`src/hdl/kfl_pkg.sv`:
```
// ----------------------------------------------------------------------------
// kfl_pkg
// Shared constants and controller/datapath interface types for the keyframe
// nearest lookup block.
// ----------------------------------------------------------------------------
`default_nettype none

package kfl_pkg;

  localparam int IDX_W     = 8;
  localparam int TIME_W    = 32;
  localparam int DIV_STEPS = 32;
  localparam int CNT_W     = 5;

  // 50000.0 in Q16.16
  localparam logic [TIME_W:0] DIFF_LIMIT = 33'd3276800000;

  localparam logic MODE_LOAD  = 1'b0;
  localparam logic MODE_QUERY = 1'b1;

  localparam logic [1:0] FIND_NEAREST = 2'd0;
  localparam logic [1:0] FIND_BEHIND  = 2'd1;
  localparam logic [1:0] FIND_FRONT   = 2'd2;

  typedef struct packed {
    logic load;
    logic capture;
    logic empty_reply;
    logic div_init;
    logic div_step;
    logic wrap;
    logic scan_step;
    logic finish;
  } cmd_t;

  typedef struct packed {
    logic no_period;
    logic div_last;
    logic scan_end;
  } sts_t;

endpackage

`default_nettype wire

```
`src/hdl/kfl_ctrl.sv`:
```
// ----------------------------------------------------------------------------
// kfl_ctrl
// Query sequencer: period fetch, remainder iterations, scan and reply.
// ----------------------------------------------------------------------------
`default_nettype none

module kfl_ctrl (
  input  wire logic          clk_i,
  input  wire logic          rst_ni,
  input  wire logic          start_i,
  input  wire logic          mode_i,
  input  wire kfl_pkg::sts_t sts_i,
  output kfl_pkg::cmd_t      cmd_o,
  output logic               busy_o
);

  typedef enum logic [2:0] {
    ST_IDLE,
    ST_PERIOD,
    ST_DIVIDE,
    ST_WRAP,
    ST_SCAN,
    ST_FINISH
  } state_e;

  state_e state_q;
  state_e state_d;

  always_comb begin
    state_d = state_q;
    cmd_o   = '0;
    case (state_q)
      ST_IDLE: begin
        if (start_i) begin
          if (mode_i == kfl_pkg::MODE_LOAD) begin
            cmd_o.load = 1'b1;
          end else begin
            cmd_o.capture = 1'b1;
            state_d       = ST_PERIOD;
          end
        end
      end
      ST_PERIOD: begin
        if (sts_i.no_period) begin
          cmd_o.empty_reply = 1'b1;
          state_d           = ST_IDLE;
        end else begin
          cmd_o.div_init = 1'b1;
          state_d        = ST_DIVIDE;
        end
      end
      ST_DIVIDE: begin
        cmd_o.div_step = 1'b1;
        if (sts_i.div_last) begin
          state_d = ST_WRAP;
        end
      end
      ST_WRAP: begin
        cmd_o.wrap = 1'b1;
        state_d    = ST_SCAN;
      end
      ST_SCAN: begin
        if (sts_i.scan_end) begin
          state_d = ST_FINISH;
        end else begin
          cmd_o.scan_step = 1'b1;
        end
      end
      ST_FINISH: begin
        cmd_o.finish = 1'b1;
        state_d      = ST_IDLE;
      end
      default: begin
        state_d = ST_IDLE;
      end
    endcase
  end

  always_ff @(posedge clk_i or negedge rst_ni) begin
    if (!rst_ni) begin
      state_q <= ST_IDLE;
    end else begin
      state_q <= state_d;
    end
  end

  assign busy_o = state_q != ST_IDLE;

endmodule

`default_nettype wire

```
`config.mk`:
```
export PLATFORM = sky130hd
export DESIGN_NAME = kfl_ctrl
export DESIGN_NICKNAME = d
export VERILOG_FILES = /design/src/hdl/kfl_pkg.sv /design/src/hdl/kfl_ctrl.sv
export SDC_FILE = /design/constraint.sdc
export NUM_CORES = 1
export LEC_CHECK = 0
export ABC_AREA = 1
export BUFFER_PORTS_ARGS = -buffer_cell sky130_fd_sc_hd__buf_4
export CAP_MARGIN = 20
export CORE_AREA = 2 2 39 41
export DETAILED_ROUTE_END_ITERATION = 8
export DIE_AREA = 0 0 41 43
export HOLD_SLACK_MARGIN = 0.1
export SLEW_MARGIN = 20
export SYNTH_ARGS = -nofsm -noshare
export SYNTH_HDL_FRONTEND = slang
export SYNTH_SLANG_ARGS = --single-unit
```
`constraint.sdc`:
```
create_clock -name clk_i -period 0.85 [get_ports clk_i]
set_clock_uncertainty 0.05 [all_clocks]
set_input_delay 0.0425 -clock clk_i [delete_from_list [all_inputs] [get_ports clk_i]]
set_output_delay 0.0425 -clock clk_i [all_outputs]
set_load 0.01 [all_outputs]
```
==> results_dict.tcl <==
set metrics [dict create \
    grt_start_max_net_pins 7 \
    globalRoute.totalOverflow 0 \
    synthAdderAreaFrac 0 \
    worstSetupStartpointType "flop" \
    synth_cell_types 14 \
    buffer_ports.inserted 15 \
    final_period_minus_worst_setup_slack_ps 1270 \
    critical_path.slowest_cell "dfrtp_2" \
    fill_cells 155 \
    setup-violations-final 12 \
    antenna_violations_before_repair 0 \
    synth.area.mux_share 0 \
    syn-cell-area_um2 230 \
    max_clock_freq_ghz 0.785 \
    crit_start "state_q[0]" \
    syn_nets 40 \
    pin_count 16 \
    initial_utilization 0.166 \
    synth-async-reset-ratio 1.00 \
    synth.avg_cell_area_um2 6.98 \
    drt-initial-drc-count 1 \
    floorplan.die.width_um 41 \
    setup_total_negative_slack_ps -3650 \
    drive_gt1_frac 0.688 \
    route.detailed.drc 0 \
    total_area_of_multi_input_combinational_cells_um2 170 \
    detailedPlace.worstSlack_ps -209 \
    timing.final.ws_setup_ps -423 \
    synthFlopType "dfrtp_1" \
    die-area_mm2 0.00176 \
    finalNetCount 72 \
    cts.root.buffer_cell "clkbuf_4" \
    detail_route.vias_per_cell 3.89 \
    htree_num_levels 1 \
    worstPathMaxFanout 3 \
    global_route.usage.total 0.0955 \
    cellPowerDensity_mw_per_mm2 3610 \
    p_leak_nw 0.286 \
    routabilityCongestion 0.734 \
    drt_pass1_iterations 2 \
    number_of_global_route_vias_before_repair 293 \
    synth_top_cells_by_count "inv_1, nor2_1, nand2_1, nand3_1" \
    required_ps 760 \
    wirelength_um 701 \
    hold_viol 0 \
    crit-reg2reg-launch "state_q[0]" \
    clockBufferDepth 2 \
    area.sequential_um2 77.6 \
    placeableCoreArea_mm2 0.00138 \
    min-delay-path-class "in2async" \
    place.detailed.hpwl_um 461 \
    vdd_ir_drop_max_mv 1.45 \
    layout_top_registers "state_q x3" \
    timing_worst_setup_path_type "reg2out" \
    wire_per_inst_um 8.76 \
    synth_compound_area_frac 0.0652 \
    registers.top_by_ff_count "state_q" \
    synthDominantCellAreaShare 0.326 \
    cp_data_arrival_time_ps 1180 \
    run_status "finished with violations" \
    synth_top_family_by_area "simple AND/OR/NAND/NOR gates" \
    flow.area_growth_from_synthesis_pct 140 \
    worst-slew-pin-transition_ps 142 \
    sequential_area_share_after_synthesis 0.326 \
    global_route_wire_length_before_repair_um 1150 \
    critical_path.cell_chain "nor2_4, nand2_4, nor3b_4, buf_6" \
    delay_of_the_slowest_cell_on_the_worst_path_ps 420 \
    cts-buffers-inserted 3 \
    violations "setup timing" \
    synth_simple_gate_area_share 0.478 \
    unrepaired_setup_endpoints_after_global_routing "yes" \
    cap_viol_max_count 0 \
    drv_slew 0 \
    synthesis.instances 33 \
    timing.critical_path.to_type "output port" \
    largest_reg_flops 3 \
    vias 311 \
    synth_xor_xnor_area_share 0 \
    clock-sinks 3 \
    ys.warnings.count 0 \
    tritoncts_clock_tree "built" \
    clkTransAtPathRegs_ps 40 \
    detail-route-antenna-nets 0 \
    antenna-diode-count 0 \
    clock_latency_ps 230 \
    synth-edff-count 0 \
    max_slew_margin 0.904 \
    synth-seq-cells 3 \
    yosys.area.top_type "dfrtp_1" \
    fp-row-count 14 \
    die_h_um 43 \
    synth_top_cells_by_area "dfrtp_1, nand3_1, inv_1" \
    final_min_period_over_clock_period 1.50 \
]
[report_power, final]
group	internal (mW)	total, mW	leakage (nW)	switching, mW
combinational	0.766	1.45	0.235	0.679
sequential	0.219	0.303	0.0361	0.0834
clock	0.176	0.249	0.0150	0.0736
[kinds of logic (layout without fill, tap and decap cells)]
logic type             after synthesis  count (layout)
AO/OA/AOI/OAI                        3               3
buffers and inverters                8              39
flip-flops                           3               3
AND/OR/NAND/NOR                     19              19
[final cells by class]
type / count / share of cell area
clock buffer: 4 / 0.0475
inverter: 8 / 0.0588
multi-input combinational: 22 / 0.308
sequential: 3 / 0.140
tap: 16 / 0.0362
timing repair buffer: 27 / 0.410
[cells in the final DEF (no fill, tap or decap)]
cell type | synthesis | routed
nand2_2 | 0 | 2
nand3_4 | 0 | 1
nor2_1 | 5 | 3
dlygate4sd3_1 | 0 | 2
dfrtp_1 | 3 | 1
clkbuf_4 | 0 | 3
clkbuf_1 | 0 | 1
buf_6 | 0 | 5
dfrtp_2 | 0 | 2
inv_2 | 3 | 2
nand3_1 | 4 | 3
nor3b_4 | 0 | 1
nand2_1 | 4 | 2
inv_1 | 5 | 5
nor2_4 | 1 | 2
buf_4 | 0 | 20
o21ai_1 | 2 | 2
nand2_4 | 1 | 1
nor2_2 | 1 | 2
o21ai_0 | 1 | 1
inv_4 | 0 | 1
nor3_4 | 0 | 1
nand3_2 | 1 | 1
[worst paths after layout]
path                            depth (start not counted)  slack, ps         end
worst min-delay path                                    2        100  state_q[0]
worst max-delay path                                    4       -420    cmd_o[7]
min in group clk_i                                      5        140  state_q[0]
max in group asynchronous                               2        560  state_q[1]
worst min register to register                          3        590  state_q[1]
worst max register to register                          6       -290  state_q[0]
[per-stage QoR]
stage / utilization / power, mW / cells / area [um^2] / hold WS (ps)
after floorplan: - / 0.810 / 33 / 241 / -303
after global placement: 0.292 / 1.24 / 68 / 404 / -217
after detailed placement: 0.292 / 1.26 / 68 / 404 / -216
after CTS: 0.383 / 1.86 / 80 / 531 / 133
after global routing: 0.400 / 2.17 / 80 / 553 / 105
final: 0.400 / 2.00 / 80 / 553 / 96.7
[worst max-delay path: cells and delay by family (launching register included)]
kind / cells / cell delay [ps]
simple gates: 3 / 400
buf+inv: 1 / 120
flops: 1 / 420
[repair_timing]
| item | CTS | global route |
|---|---|---|
| resized for setup | 8 | 7 |
| endpoints found under the setup margin | 12 | 13 |
| buffers inserted | 5 | 1 |
| pin swaps | 2 | 2 |
| hold endpoints to repair | 4 | 0 |
| hold buffers | 3 | 0 |
[per-layer routing]
| layer | vias to the layer above | global-route usage | share of wire |
|---|---|---|---|
| met1 | 139 | 0.106 | 0.34 |
| met2 | 9 | 0.156 | 0.60 |
| met5 | - | 0 | 0 |
| met3 | 0 | 0.0157 | 0.053 |
| met4 | 0 | 0.0600 | 0 |
| li1 | 163 | - | - |
Power figures use the tool's default switching activity.
